## src/hw/rtl/assert_macros.svh

```systemverilog
// ----------------------------------------------------------------------------
// Assertion macros
// Shared concurrent assertion macros for the glyph rasteriser RTL.
// ----------------------------------------------------------------------------
`ifndef ASSERT_MACROS_SVH
`define ASSERT_MACROS_SVH
`ifndef SYNTHESIS
`define GR_ASSERT(lbl, clk, rst, prop) \
   lbl: assert property (@(posedge clk) disable iff (rst) prop) \
      else $error("gr5x7 assertion failed");
`define GR_ASSERT_NEXT(lbl, clk, rst, ante, cons) \
   lbl: assert property (@(posedge clk) disable iff (rst) (ante) |=> (cons)) \
      else $error("gr5x7 assertion failed");
`else
`define GR_ASSERT(lbl, clk, rst, prop)
`define GR_ASSERT_NEXT(lbl, clk, rst, ante, cons)
`endif
`endif

```

## src/hw/rtl/gr5x7_pkg.sv

```systemverilog
// ----------------------------------------------------------------------------
// gr5x7_pkg
// Widths, register codes and the 5x7 glyph table of the glyph rasteriser.
// ----------------------------------------------------------------------------
`default_nettype none

package gr5x7_pkg;

   localparam int GLYPH_ROWS = 7;
   localparam int GLYPH_COLS = 5;
   localparam int GLYPH_BITS = GLYPH_ROWS * GLYPH_COLS;
   localparam int COL_W      = $clog2(GLYPH_COLS);
   localparam int ROW_W      = $clog2(GLYPH_ROWS);
   localparam int CODE_W     = 8;
   localparam int COORD_W    = 16;
   localparam int WIN_W      = 9;
   localparam int COLOR_W    = 16;
   localparam int CSR_AW     = 4;
   localparam int CSR_DW     = 32;
   localparam int DIV_STEPS  = 4;
   localparam int DIV_STAGES = COORD_W / DIV_STEPS;
   localparam int MAP_LAT    = DIV_STAGES + 2;

   localparam logic [WIN_W-1:0] X_MIN_RST = WIN_W'(60);
   localparam logic [WIN_W-1:0] X_MAX_RST = WIN_W'(125);
   localparam logic [WIN_W-1:0] Y_MIN_RST = WIN_W'(40);
   localparam logic [WIN_W-1:0] Y_MAX_RST = WIN_W'(250);

   typedef enum logic [1:0] {
      REG_X_MIN = 2'd0,
      REG_X_MAX = 2'd1,
      REG_Y_MIN = 2'd2,
      REG_Y_MAX = 2'd3
   } csr_reg_type;

   typedef logic [GLYPH_BITS-1:0] glyph_type;

   // Rows top to bottom, each row with its leftmost column first.
   function automatic glyph_type glyph_bits(input logic [CODE_W-1:0] code);
      glyph_type g;
      unique case (code)
         8'h41:   g = {5'h0E, 5'h11, 5'h11, 5'h1F, 5'h11, 5'h11, 5'h11};
         8'h42:   g = {5'h1E, 5'h11, 5'h11, 5'h1E, 5'h11, 5'h11, 5'h1E};
         8'h43:   g = {5'h0E, 5'h11, 5'h10, 5'h10, 5'h10, 5'h11, 5'h0E};
         8'h44:   g = {5'h1E, 5'h11, 5'h11, 5'h11, 5'h11, 5'h11, 5'h1E};
         8'h45:   g = {5'h1F, 5'h10, 5'h10, 5'h1E, 5'h10, 5'h10, 5'h1F};
         8'h46:   g = {5'h1F, 5'h10, 5'h10, 5'h1E, 5'h10, 5'h10, 5'h10};
         8'h47:   g = {5'h0E, 5'h11, 5'h10, 5'h17, 5'h11, 5'h11, 5'h0E};
         8'h48:   g = {5'h11, 5'h11, 5'h11, 5'h1F, 5'h11, 5'h11, 5'h11};
         8'h49:   g = {5'h1F, 5'h04, 5'h04, 5'h04, 5'h04, 5'h04, 5'h1F};
         8'h4A:   g = {5'h07, 5'h01, 5'h01, 5'h01, 5'h01, 5'h11, 5'h0E};
         8'h4B:   g = {5'h11, 5'h12, 5'h14, 5'h18, 5'h14, 5'h12, 5'h11};
         8'h4C:   g = {5'h10, 5'h10, 5'h10, 5'h10, 5'h10, 5'h10, 5'h1F};
         8'h4D:   g = {5'h11, 5'h1B, 5'h15, 5'h15, 5'h11, 5'h11, 5'h11};
         8'h4E:   g = {5'h11, 5'h19, 5'h15, 5'h15, 5'h13, 5'h11, 5'h11};
         8'h4F:   g = {5'h0E, 5'h11, 5'h11, 5'h11, 5'h11, 5'h11, 5'h0E};
         8'h50:   g = {5'h1E, 5'h11, 5'h11, 5'h1E, 5'h10, 5'h10, 5'h10};
         8'h51:   g = {5'h0E, 5'h11, 5'h11, 5'h15, 5'h13, 5'h0E, 5'h01};
         8'h52:   g = {5'h1E, 5'h11, 5'h11, 5'h1E, 5'h14, 5'h12, 5'h11};
         8'h53:   g = {5'h0F, 5'h10, 5'h10, 5'h0E, 5'h01, 5'h01, 5'h1E};
         8'h54:   g = {5'h1F, 5'h04, 5'h04, 5'h04, 5'h04, 5'h04, 5'h04};
         8'h55:   g = {5'h11, 5'h11, 5'h11, 5'h11, 5'h11, 5'h11, 5'h0E};
         8'h56:   g = {5'h11, 5'h11, 5'h11, 5'h11, 5'h11, 5'h0A, 5'h04};
         8'h57:   g = {5'h11, 5'h11, 5'h11, 5'h15, 5'h15, 5'h1B, 5'h11};
         8'h58:   g = {5'h11, 5'h0A, 5'h04, 5'h04, 5'h04, 5'h0A, 5'h11};
         8'h59:   g = {5'h11, 5'h11, 5'h0A, 5'h04, 5'h04, 5'h04, 5'h04};
         8'h5A:   g = {5'h1F, 5'h01, 5'h02, 5'h04, 5'h08, 5'h10, 5'h1F};
         8'h30:   g = {5'h0E, 5'h11, 5'h13, 5'h15, 5'h19, 5'h11, 5'h0E};
         8'h31:   g = {5'h04, 5'h0C, 5'h04, 5'h04, 5'h04, 5'h04, 5'h0E};
         8'h32:   g = {5'h0E, 5'h11, 5'h01, 5'h02, 5'h04, 5'h08, 5'h1F};
         8'h33:   g = {5'h1F, 5'h02, 5'h04, 5'h02, 5'h01, 5'h11, 5'h0E};
         8'h34:   g = {5'h02, 5'h06, 5'h0A, 5'h12, 5'h1F, 5'h02, 5'h02};
         8'h35:   g = {5'h1F, 5'h10, 5'h1E, 5'h01, 5'h01, 5'h11, 5'h0E};
         8'h36:   g = {5'h06, 5'h08, 5'h10, 5'h1E, 5'h11, 5'h11, 5'h0E};
         8'h37:   g = {5'h1F, 5'h01, 5'h02, 5'h04, 5'h08, 5'h10, 5'h10};
         8'h38:   g = {5'h0E, 5'h11, 5'h11, 5'h0E, 5'h11, 5'h11, 5'h0E};
         8'h39:   g = {5'h0E, 5'h11, 5'h11, 5'h0F, 5'h01, 5'h02, 5'h0C};
         8'h2D:   g = {5'h00, 5'h00, 5'h00, 5'h1F, 5'h00, 5'h00, 5'h00};
         8'h5F:   g = {5'h00, 5'h00, 5'h00, 5'h00, 5'h00, 5'h00, 5'h1F};
         8'h2E:   g = {5'h00, 5'h00, 5'h00, 5'h00, 5'h00, 5'h0C, 5'h0C};
         8'h3A:   g = {5'h00, 5'h0C, 5'h0C, 5'h00, 5'h0C, 5'h0C, 5'h00};
         8'h21:   g = {5'h04, 5'h04, 5'h04, 5'h04, 5'h00, 5'h00, 5'h04};
         default: g = '0;
      endcase
      return g;
   endfunction

endpackage

`default_nettype wire

```

## src/hw/rtl/gr5x7_axis_map.sv

```systemverilog
// ----------------------------------------------------------------------------
// gr5x7_axis_map
// Pipelined window mapping of one axis: lo + (pos mod (hi - lo)), or lo for
// an empty or reversed window. Restoring remainder, four quotient bits per stage.
// ----------------------------------------------------------------------------
`default_nettype none

module gr5x7_axis_map
   import gr5x7_pkg::*;
(
   input  logic               clock,
   input  logic [COORD_W-1:0] pos,
   input  logic [WIN_W-1:0]   lo,
   input  logic [WIN_W-1:0]   hi,
   output logic [WIN_W-1:0]   coord
);

   logic [COORD_W-1:0] pos_ff   [DIV_STAGES+1];
   logic [WIN_W-1:0]   rem_ff   [DIV_STAGES+1];
   logic [WIN_W-1:0]   d_ff     [DIV_STAGES+1];
   logic [WIN_W-1:0]   lo_ff    [DIV_STAGES+1];
   logic               empty_ff [DIV_STAGES+1];
   logic [COORD_W-1:0] pos_in   [DIV_STAGES];
   logic [WIN_W-1:0]   rem_in   [DIV_STAGES];
   logic [WIN_W:0]     sum_in;
   logic [WIN_W-1:0]   coord_ff;
   logic [WIN_W-1:0]   coord_in;

   always_comb begin
      logic [WIN_W:0]     trial;
      logic [WIN_W-1:0]   r;
      logic [COORD_W-1:0] p;
      for (int s = 0; s < DIV_STAGES; s++) begin
         r = rem_ff[s];
         p = pos_ff[s];
         for (int k = 0; k < DIV_STEPS; k++) begin
            trial = {r, p[COORD_W-1]};
            p     = {p[COORD_W-2:0], 1'b0};
            if (trial >= {1'b0, d_ff[s]}) begin
               trial = trial - {1'b0, d_ff[s]};
            end
            r = trial[WIN_W-1:0];
         end
         rem_in[s] = r;
         pos_in[s] = p;
      end
   end

   assign sum_in   = {1'b0, lo_ff[DIV_STAGES]} + {1'b0, rem_ff[DIV_STAGES]};
   assign coord_in = empty_ff[DIV_STAGES] ? lo_ff[DIV_STAGES] : sum_in[WIN_W-1:0];

   always_ff @(posedge clock) begin
      pos_ff[0]   <= pos;
      rem_ff[0]   <= '0;
      d_ff[0]     <= hi - lo;
      lo_ff[0]    <= lo;
      empty_ff[0] <= (hi <= lo);
      for (int s = 0; s < DIV_STAGES; s++) begin
         pos_ff[s+1]   <= pos_in[s];
         rem_ff[s+1]   <= rem_in[s];
         d_ff[s+1]     <= d_ff[s];
         lo_ff[s+1]    <= lo_ff[s];
         empty_ff[s+1] <= empty_ff[s];
      end
      coord_ff <= coord_in;
   end

   assign coord = coord_ff;

endmodule

`default_nettype wire

```

## config.mk

```make
export PLATFORM = sky130hd
export DESIGN_NAME = gr5x7_axis_map
export DESIGN_NICKNAME = d
export VERILOG_FILES = /design/src/hw/rtl/assert_macros.svh /design/src/hw/rtl/gr5x7_pkg.sv /design/src/hw/rtl/gr5x7_axis_map.sv
export SDC_FILE = /design/constraint.sdc
export NUM_CORES = 1
export LEC_CHECK = 0
export ABC_AREA = 1
export BUFFER_PORTS_ARGS = -buffer_cell sky130_fd_sc_hd__buf_2
export CORE_ASPECT_RATIO = 2
export CORE_MARGIN = 1
export CORE_UTILIZATION = 50
export CTS_BUF_LIST = sky130_fd_sc_hd__clkbuf_4
export DETAILED_ROUTE_END_ITERATION = 8
export PLACE_DENSITY = 0.74
export SLEW_MARGIN = 0
export SYNTH_ARGS = -nofsm -noshare
export SYNTH_HDL_FRONTEND = slang
export SYNTH_SLANG_ARGS = --single-unit
```

## constraint.sdc

```tcl
create_clock -name clock -period 7.25 [get_ports clock]
set_input_delay 1.45 -clock clock [delete_from_list [all_inputs] [get_ports clock]]
set_output_delay 1.45 -clock clock [all_outputs]
set_load 0.005 [all_outputs]
```

==> results.txt, run 1 <==
height of the die = 225 um
net count after synthesis = 1881
ratio of routed vias to standard cells = 5.44
GR Util All Layers = 27.9%
Total Nets Final = 1978
post-detailed-route wirelength per cell = 16.1 um
gate count of the mapped netlist = 1675
async set-reset flop share out of synthesis = 0%
Arr. time, crit path = 7.41 ns
outcome = finished clean
Critical Path Fanout Max = 10
Max Root-Sink Buffers = 2
Required @ worst endpoint = 7.82 ns
Worst Tran Pin Value = 0.559 ns
worst hold-check slack = 0.319 ns
Clock Root Buffer = sky130_fd_sc_hd__clkbuf_4
total negative slack = 0 ns
number of port buffers = 43
CTS buffer count = 17
startpoint types = flip-flop
clock tree skew after final layout = 0.0339 ns
clock tree from TritonCTS = done
Synth area leaders = sky130_fd_sc_hd__dfxtp_1, sky130_fd_sc_hd__ha_1, sky130_fd_sc_hd__nand2_1
Setup-failing EPs final = 0
share of synthesized area occupied by flip-flops and latches = 27.6%
count of clock tree sinks = 171
final slew viol count = 0
number of failing hold endpoints at the final stage = 0
DRT antenna net count = 0
leftover overflow at the end of global routing = 0
Peak Freq = 146 MHz
global-route wire length before repair = 54300 um
Hold-fix buffers, CTS = 0
per-instance average area after synthesis = 7.41 sq um
remaining design rule violation count = 0
total vias in the final route = 11518
pre-CTS setup slack = 0.0535 ns
number of flops mapped to enable cells by yosys = 0
number of top-level pins = 44
total of flip-flops plus latches after synthesis = 171
CP dominant cell by count = sky130_fd_sc_hd__nand2_1
CP max stage cell = sky130_fd_sc_hd__dfxtp_1
layout cell share with drive strength beyond 1 = 14.6%
worst-case register-to-register setup slack = 0.41 ns
via count of the first global-routing pass = 11937
critical setup path kind = reg -> reg
number of unique standard cell types used by synthesis = 46
area enclosed by the die boundary = 25500 sq um
number of antenna violations at the first check in global routing = 2
predominant post-synthesis flop cell = sky130_fd_sc_hd__dfxtp_1
P&R area growth vs syn = 10.7%
Hold Path Class = reg -> reg
Worst-path clk slew = 0.17 ns
number of warning messages in the yosys log = 0
number of DRC violations after detailed-routing iteration 0 = 496
kind of capture point of the worst setup path = flip-flop
total length of routed wires = 34100 um
RePlAce Congestion = 1.02
half-perimeter wire length after detailed placement = 28000 um
die boundary width = 113 um
clock latency of the later-clocked register in the worst-skew pair = 0.64 ns
cell area after synthesis = 12400 sq um
stage delay of the slowest cell on the critical path = 0.38 ns
Final Worst Setup Slack = 0.407 ns
Std-Cell Rows = 81
iteration count of the initial detailed-routing pass = 7
largest net degree at the start of global routing = 19
CTS H-tree depth = 4
area leader, netlist = sky130_fd_sc_hd__dfxtp_1
placeable core area = 24400 sq um
relative slew slack = 62.3%
proportion of netlist area held by the largest area contributor = 27.6%
final critical path time including I/O delays and setup = 6.84 ns
number of maximum-capacitance violations = 0
starting utilization of the core area = 50.8%
ratio of final minimum period to clock period = 94.4%
placed cells by master (no fill, tap or decap), drive strengths merged:
cell | Yosys | routed
a21oi | 87 | 88
diode | 0 | 2
a31o | 1 | 1
clkinvlp | 0 | 5
nand3b | 5 | 5
or2 | 11 | 11
buf | 7 | 82
o21bai | 14 | 14
a41oi | 3 | 3
o21ai | 79 | 79
clkbuf | 1 | 18
fa | 17 | 17
nand4 | 27 | 27
nand2 | 501 | 501
xor2 | 66 | 66
nor2 | 71 | 71
a21boi | 6 | 8
nor4 | 1 | 1
inv | 251 | 257
o31ai | 1 | 1
nand3 | 117 | 117
dfxtp | 171 | 171
xnor2 | 26 | 26
a22o | 1 | 1
a31oi | 20 | 20
a21o | 8 | 8
nor3 | 22 | 22
o211ai | 4 | 4
and3 | 3 | 3
clkinv | 0 | 4
ha | 154 | 154
cell families (layout without fill, tap and decap cells):
logic type | Yosys count | after routing | share of synthesized area, %
compound gates | 224 | 227 | 11.2
xor+xnor | 92 | 92 | 6.49
fa+ha+maj | 171 | 171 | 18.3
buf+inv | 259 | 366 | 8.22
flops | 171 | 171 | 27.6
other cells | 0 | 2 | 0
simple gates | 758 | 758 | 28.2
flip-flops by register name, indices dropped and copies added, names as in the netlist:
signal	count
empty_ff	5
lo_ff	45
d_ff	36
rem_ff	36
coord	9
pos_ff	40
area by class of cell:
class                           instances  area (sq um)
Sequential cell                       171          3430
Multi-Input combinational cell       1248          8130
Clock inverter                         15           150
Antenna cell                            2          5.00
Fill cell                            2291         10700
Inverter                              251           955
Timing Repair Buffer                   83           541
Clock buffer                           17           128
Tap cell                              332           415
worst max-delay path: cells and delay by family (launching register included):
| family | cells | cell delay [ns] |
|---|---|---|
| and+or+nand+nor | 19 | 2.44 |
| AOI/OAI and AO/OA | 10 | 1.63 |
| DFF | 1 | 0.38 |
| adders and majority gates | 4 | 1.38 |
| buffers and inverters | 7 | 0.90 |
Yosys cell counts, types with 5 or more instances:
master                     count
sky130_fd_sc_hd__nand2_1     469
sky130_fd_sc_hd__inv_1       244
sky130_fd_sc_hd__dfxtp_1     171
sky130_fd_sc_hd__ha_1        154
sky130_fd_sc_hd__nand3_1     101
sky130_fd_sc_hd__a21oi_1      80
sky130_fd_sc_hd__xor2_1       66
sky130_fd_sc_hd__nor2_1       58
sky130_fd_sc_hd__o21ai_0      47
sky130_fd_sc_hd__nand4_1      27
sky130_fd_sc_hd__xnor2_1      26
sky130_fd_sc_hd__nand2_2      25
sky130_fd_sc_hd__o21ai_2      22
sky130_fd_sc_hd__a31oi_1      20
sky130_fd_sc_hd__nor3_1       19
sky130_fd_sc_hd__fa_1         17
sky130_fd_sc_hd__o21bai_1     14
sky130_fd_sc_hd__or2_2        11
sky130_fd_sc_hd__o21ai_1      10
sky130_fd_sc_hd__nand3_2       9
sky130_fd_sc_hd__a21o_1        8
sky130_fd_sc_hd__nand2_4       7
sky130_fd_sc_hd__nand3_4       7
sky130_fd_sc_hd__a21oi_2       5
sky130_fd_sc_hd__inv_2         5
sky130_fd_sc_hd__nand3b_1      5
sky130_fd_sc_hd__nor2_2        5
sky130_fd_sc_hd__nor2_4        5
what timing repair did:
item / CTS / global route
buffers inserted: 0 / 30
setup endpoints to repair: 0 / 36
gates resized for setup: 0 / 47
per-stage QoR:
stage          std cells  instance area, sq um  utilization (%)
2_1_floorplan       1675                 12400                -
3_3_place_gp        2052                 13100             53.5
3_5_place_dp        2052                 13100             53.5
4_1_cts             2084                 13300             54.6
5_1_grt             2119                 13700             56.3
6_report            2119                 13700             56.3
per-layer routing:
metal | GRT usage, % | vias to the layer above | routed length, um
li1 | - | 5645 | -
met1 | 20.5 | 5247 | 10000
met2 | 54.8 | 362 | 18700
met3 | 5.28 | 264 | 1190
met4 | 30.4 | 0 | 4270
met5 | 0 | - | 0
worst paths after layout:
path                                            from               endpoint  cells after the start
worst max-delay path             d_ff[0][24]$_DFF_P_  rem_ff[0][27]$_DFF_P_                     40
worst min-delay path            lo_ff[0][30]$_DFF_P_   lo_ff[0][39]$_DFF_P_                      0
worst max register to register   d_ff[0][24]$_DFF_P_  rem_ff[0][27]$_DFF_P_                     40
worst min register to register  lo_ff[0][30]$_DFF_P_   lo_ff[0][39]$_DFF_P_                      0
Power of run 1 is left out: the tool's default activity adds up to more than one toggle a clock period on the data nets, which glitch-free logic cannot reach.
==> inputs of run 2 (changes only) <==
--- a/config.mk
+++ b/config.mk
@@ -6,13 +6,13 @@
 export NUM_CORES = 1
 export LEC_CHECK = 0
 export ABC_AREA = 1
-export BUFFER_PORTS_ARGS = -buffer_cell sky130_fd_sc_hd__buf_2
 export CORE_ASPECT_RATIO = 2
 export CORE_MARGIN = 1
 export CORE_UTILIZATION = 50
 export CTS_BUF_LIST = sky130_fd_sc_hd__clkbuf_4
 export DETAILED_ROUTE_END_ITERATION = 8
-export PLACE_DENSITY = 0.74
+export DONT_BUFFER_PORTS = 1
+export PLACE_DENSITY = 0.72
 export SLEW_MARGIN = 0
 export SYNTH_ARGS = -nofsm -noshare
 export SYNTH_HDL_FRONTEND = slang
==> results.txt, run 2 (synthesis gave the netlist of run 1 again) <==
Worst Tran Pin Value = 0.608 ns (+0.0487 ns)
height of the die = 225 um (unchanged)
RR Startpoint = d_ff[0][23]$_DFF_P_
RePlAce Congestion = 0.975 (-4.1%)
ratio of routed vias to standard cells = 5.37 (-1.3%)
Hold-fix buffers, CTS = 0 (unchanged)
leftover overflow at the end of global routing = 0 (unchanged)
number of failing hold endpoints at the final stage = 0 (unchanged)
final critical path time including I/O delays and setup = 6.85 ns (+0.00216 ns)
via count of the first global-routing pass = 11147 (-6.6%)
GR Util All Layers = 27.0% (-0.91 points)
Max Root-Sink Buffers = 2 (unchanged)
source of the critical timing path = d_ff[0][23]$_DFF_P_
CP max stage cell = sky130_fd_sc_hd__fa_1
critical setup path kind = reg -> reg
clock tree skew after final layout = 0.0365 ns (+0.00255 ns)
starting utilization of the core area = 50.8% (unchanged)
half-perimeter wire length after detailed placement = 27400 um (-2.3%)
number of antenna violations at the first check in global routing = 2 (unchanged)
CTS buffer count = 17 (unchanged)
FF-to-FF path depth = 40 (unchanged)
largest net degree at the start of global routing = 19 (unchanged)
startpoint of the tightest hold check path = pos_ff[0][10]$_DFF_P_
placeable core area = 24400 sq um (unchanged)
number of top-level pins = 44 (unchanged)
DRT antenna net count = 0 (unchanged)
Critical Path Fanout Max = 11 (+1)
number of maximum-capacitance violations = 0 (unchanged)
Setup-failing EPs final = 0 (unchanged)
clock tree from TritonCTS = done
Required @ worst endpoint = 7.80 ns (-0.02 ns)
total length of routed wires = 33400 um (-2.1%)
die boundary width = 113 um (unchanged)
Peak Freq = 146 MHz (about the same)
CP dominant cell by count = sky130_fd_sc_hd__nand2_1
flip-flop count of the largest register after layout = 45 (unchanged)
Total Nets Final = 1931 (-2.4%)
Std-Cell Rows = 81 (unchanged)
final slew viol count = 0 (unchanged)
total negative slack = 0 ns (unchanged)
number of DRC violations after detailed-routing iteration 0 = 411 (-17%)
iteration count of the initial detailed-routing pass = 6 (-1)
startpoint types = flip-flop
global-route wire length before repair = 52200 um (-3.8%)
ratio of final minimum period to clock period = 94.4% (about the same)
kind of capture point of the worst setup path = flip-flop
largest reg by FF count = lo_ff
Clock Root Buffer = sky130_fd_sc_hd__clkbuf_4
most common cell after layout, fill and taps aside = sky130_fd_sc_hd__nand2_1
count of clock tree sinks = 171 (unchanged)
post-detailed-route wirelength per cell = 16.1 um (+0.19%)
Worst-path clk slew = 0.16 ns (about the same)
remaining design rule violation count = 0 (unchanged)
outcome = finished clean
Arr. time, crit path = 7.40 ns (about the same)
Hold Path Class = reg -> reg
area enclosed by the die boundary = 25500 sq um (unchanged)
relative slew slack = 59.1% (-3.2 points)
stage delay of the slowest cell on the critical path = 0.48 ns (+0.10 ns)
registers with the most flip-flops = lo_ff (45), pos_ff (40)
commonest non-fill, non-tap cells in the layout = sky130_fd_sc_hd__nand2_1, sky130_fd_sc_hd__inv_1, sky130_fd_sc_hd__dfxtp_1, sky130_fd_sc_hd__ha_1, sky130_fd_sc_hd__nand3_1
number of port buffers = 0 (-100%)
CTS H-tree depth = 4 (unchanged)
total vias in the final route = 11111 (-3.5%)
layout cell share with drive strength beyond 1 = 11.6% (-3.1 points)
worst hold stages = 0 (unchanged)
clock latency of the later-clocked register in the worst-skew pair = 0.63 ns (about the same)
P&R area growth vs syn = 8.13%
==> run 2: final cells by class <==
class	count	area, sq um
diodes	2	5.00
clock buffers	17	128
clock inverters	14	148
fillers	2351	11000
inverters	251	955
multi-input cells	1249	8090
flip-flops and latches	171	3430
well taps	332	415
repair buffers	35	263
==> run 2: final timing paths <==
kind	slack (ns)	endpoint
hold / removal	0.32	pos_ff[0][30]$_DFF_P_
setup / recovery	0.40	rem_ff[0][31]$_DFF_P_
hold reg to reg	0.32	pos_ff[0][30]$_DFF_P_
setup reg to reg	0.40	rem_ff[0][31]$_DFF_P_
==> run 2: worst max-delay path, delay by kind of cell (launching register included) <==
family / cells / cell delay [ns]
compound gates: 11 / 1.98
fa+ha+maj: 4 / 1.42
buf+inv: 6 / 0.68
flops: 1 / 0.37
simple gates: 19 / 2.33
==> run 2: through the flow <==
stage	setup slack (ns)	area, sq um	util, %	hold WS, ns	cells
floorplan	1.12	12400	-	0.310	1675
global placement	0.135	12800	52.6	0.310	2010
detailed placement	-0.0356	12800	52.6	0.312	2010
CTS	0.0633	13100	53.7	0.328	2041
global route	-0.0497	13400	55.0	0.329	2070
finish	0.405	13400	55.0	0.323	2071
==> run 2: repair_timing <==
item / 4_1_cts / 5_1_grt
pin swaps: 0 / 10
cloned: 0 / 4
hold endpoints to repair: 0 / 0
gates resized for setup: 2 / 28
setup buffers: 0 / 24
setup endpoints to repair: 9 / 36
==> run 2: per-layer routing <==
| layer | track usage [%] | vias to the layer above | share of wire (%) |
|---|---|---|---|
| met2 | 52.4 | 325 | 55 |
| met3 | 5.17 | 202 | 3.5 |
| met1 | 20.1 | 5031 | 30 |
| li1 | - | 5553 | - |
| met5 | 0 | - | 0 |
| met4 | 29.9 | 0 | 12 |
Power of run 2 is left out for the same reason.
==> inputs of run 3 (changes only) <==
--- a/config.mk
+++ b/config.mk
@@ -12,7 +12,7 @@
 export CTS_BUF_LIST = sky130_fd_sc_hd__clkbuf_4
 export DETAILED_ROUTE_END_ITERATION = 8
 export DONT_BUFFER_PORTS = 1
-export PLACE_DENSITY = 0.72
+export PLACE_DENSITY = 0.75
 export SLEW_MARGIN = 0
 export SYNTH_ARGS = -nofsm -noshare
 export SYNTH_HDL_FRONTEND = slang
==> constraint.sdc (replaced) <==
create_clock -name clock -period 6.2 [get_ports clock]
set_input_delay 1.24 -clock clock [delete_from_list [all_inputs] [get_ports clock]]
set_output_delay 1.24 -clock clock [all_outputs]
set_load 0.005 [all_outputs]
==> results.txt, run 3 (synthesis gave the netlist of run 1 again) <==
starting utilization of the core area = 50.8% (unchanged)
final critical path time including I/O delays and setup = 6.02 ns (-0.826 ns)
Worst Tran Pin Value = 0.497 ns (-0.111 ns)
worst hold stages = 0 (unchanged)
number of DRC violations after detailed-routing iteration 0 = 569 (+38%)
placeable core area = 24400 sq um (unchanged)
most common cell after layout, fill and taps aside = sky130_fd_sc_hd__nand2_1
ratio of final minimum period to clock period = 97.1% (+2.7 points)
number of port buffers = 0 (unchanged)
Final Worst Setup Slack = 0.180 ns (-0.224 ns)
flip-flop count of the largest register after layout = 45 (unchanged)
global-route wire length before repair = 59800 um (+14%)
Total Nets Final = 2223 (+15%)
Hold Path Class = reg -> reg
Arr. time, crit path = 6.57 ns (-0.83 ns)
number of antenna violations at the first check in global routing = 3 (+1)
Placed Area = 14900 sq um (+16%)
die boundary width = 113 um (unchanged)
pre-CTS setup slack = -0.433 ns (-0.398 ns)
Required @ worst endpoint = 6.75 ns (-1.05 ns)
worst hold-check slack = 0.318 ns (-0.00493 ns)
half-perimeter wire length after detailed placement = 30700 um (+12%)
footprint of the multi-input gates = 9210 sq um (+14%)
startpoint types = flip-flop
worst-case register-to-register setup slack = 0.18 ns (-0.22 ns)
post-layout utilization of the core = 69.0% (+14 points)
clock tree skew after final layout = 0.0231 ns (-0.0134 ns)
leftover overflow at the end of global routing = 0 (unchanged)
stage delay of the slowest cell on the critical path = 0.38 ns (-0.10 ns)
number of fill cells in the layout = 1822 (-23%)
count of clock tree sinks = 171 (unchanged)
RePlAce Congestion = 0.989 (+1.5%)
CTS buffer count = 17 (unchanged)
Std-Cell Rows = 81 (unchanged)
FF-to-FF path depth = 43 (+7.5%)
CTS H-tree depth = 4 (unchanged)
Clock Root Buffer = sky130_fd_sc_hd__clkbuf_4
Peak Freq = 166 MHz (+14%)
kind of capture point of the worst setup path = flip-flop
clock latency of the later-clocked register in the worst-skew pair = 0.65 ns (+0.02 ns)
worst reg2reg path endpoint = rem_ff[0][25]$_DFF_P_
critical setup path kind = reg -> reg
post-route cell area = 16900 sq um (+26%)
startpoint of the tightest hold check path = pos_ff[0][40]$_DFF_P_
CP dominant cell by count = sky130_fd_sc_hd__nand2_1
DRT antenna net count = 0 (unchanged)
largest net degree at the start of global routing = 17 (-2)
P&R area growth vs syn = 35.8%
CP max stage cell = sky130_fd_sc_hd__fa_2
relative slew slack = 66.5% (+7.4 points)
clock tree from TritonCTS = done
final slew viol count = 0 (unchanged)
largest reg by FF count = lo_ff
via count of the first global-routing pass = 13191 (+18%)
height of the die = 225 um (unchanged)
number of maximum-capacitance violations = 0 (unchanged)
destination of the worst hold path = pos_ff[0][60]$_DFF_P_
number of failing hold endpoints at the final stage = 0 (unchanged)
number of top-level pins = 44 (unchanged)
outcome = finished clean
Setup-failing EPs final = 0 (unchanged)
layout cell share with drive strength beyond 1 = 33.6% (+22 points)
area enclosed by the die boundary = 25500 sq um (unchanged)
remaining design rule violation count = 0 (unchanged)
registers with the most flip-flops = lo_ff (45), pos_ff (40)
ratio of routed vias to standard cells = 5.45 (+1.5%)
Max Root-Sink Buffers = 2 (unchanged)
Worst-path clk slew = 0.16 ns (about the same)
Hold-fix buffers, CTS = 0 (unchanged)
commonest non-fill, non-tap cells in the layout = sky130_fd_sc_hd__nand2_1, sky130_fd_sc_hd__buf_4, sky130_fd_sc_hd__inv_1, sky130_fd_sc_hd__dfxtp_1, sky130_fd_sc_hd__ha_1
total vias in the final route = 12880 (+16%)
Critical Path Fanout Max = 8 (-3)
GR Util All Layers = 30.6% (+3.6 points)
RR Startpoint = pos_ff[0][31]$_DFF_P_
iteration count of the initial detailed-routing pass = 8 (+2)
post-detailed-route wirelength per cell = 17.4 um (+7.6%)
total length of routed wires = 41000 um (+23%)
storage element area = 3440 sq um (+0.44%)
source of the critical timing path = pos_ff[0][31]$_DFF_P_
==> run 3: repair_timing <==
item,CTS,global route
setup endpoints to repair,36,36
pin swaps,14,94
cloned,4,1
resized for setup,40,240
setup buffers,8,37
endpoints found under the hold margin,0,0
==> run 3: per-stage QoR <==
| stage | cells | TNS, ns |
|---|---|---|
| after floorplan | 1675 | 0 |
| after global placement | 2280 | -3.78 |
| after detailed placement | 2280 | -7.23 |
| after CTS | 2324 | 0 |
| after global routing | 2363 | -3.90 |
| final | 2365 | 0 |
==> run 3: area by class of cell <==
class                   count  area share [%]
diodes                      3          0.0445
repair buffers            326            15.0
multi-input cells        1250            54.6
inverters                 251            5.69
well taps                 332            2.46
clock inverters            14           0.965
flip-flops and latches    171            20.4
clock buffers              18           0.801
==> run 3: worst max-delay path: cells and delay by family (launching register included) <==
| family | cells | cell delay (ns) |
|---|---|---|
| flops | 1 | 0.36 |
| buf+inv | 6 | 0.71 |
| fa+ha+maj | 5 | 1.32 |
| compound gates | 7 | 0.87 |
| simple gates | 24 | 2.54 |
| xor+xnor | 1 | 0.15 |
==> run 3: how the worst max path moves through the flow <==
stage                                        to  slack, ns  cells past startpoint
after CTS                 rem_ff[0][29]$_DFF_P_     0.0002                     41
after global routing      rem_ff[0][36]$_DFF_P_      -0.17                     44
after global placement    rem_ff[0][33]$_DFF_P_      -0.40                     38
final                     rem_ff[0][25]$_DFF_P_       0.18                     43
after floorplan           rem_ff[0][18]$_DFF_P_       0.07                     39
after detailed placement  rem_ff[0][29]$_DFF_P_      -0.43                     38
==> run 3: layer usage <==
layer | wire [um] | global-route usage [%] | share of wire [%]
met5 | 0 | 0 | 0
met4 | 4600 | 30.9 | 11
met3 | 1530 | 5.25 | 3.7
met2 | 22400 | 60.4 | 55
met1 | 12500 | 23.5 | 30
Power of run 3 is left out for the same reason.
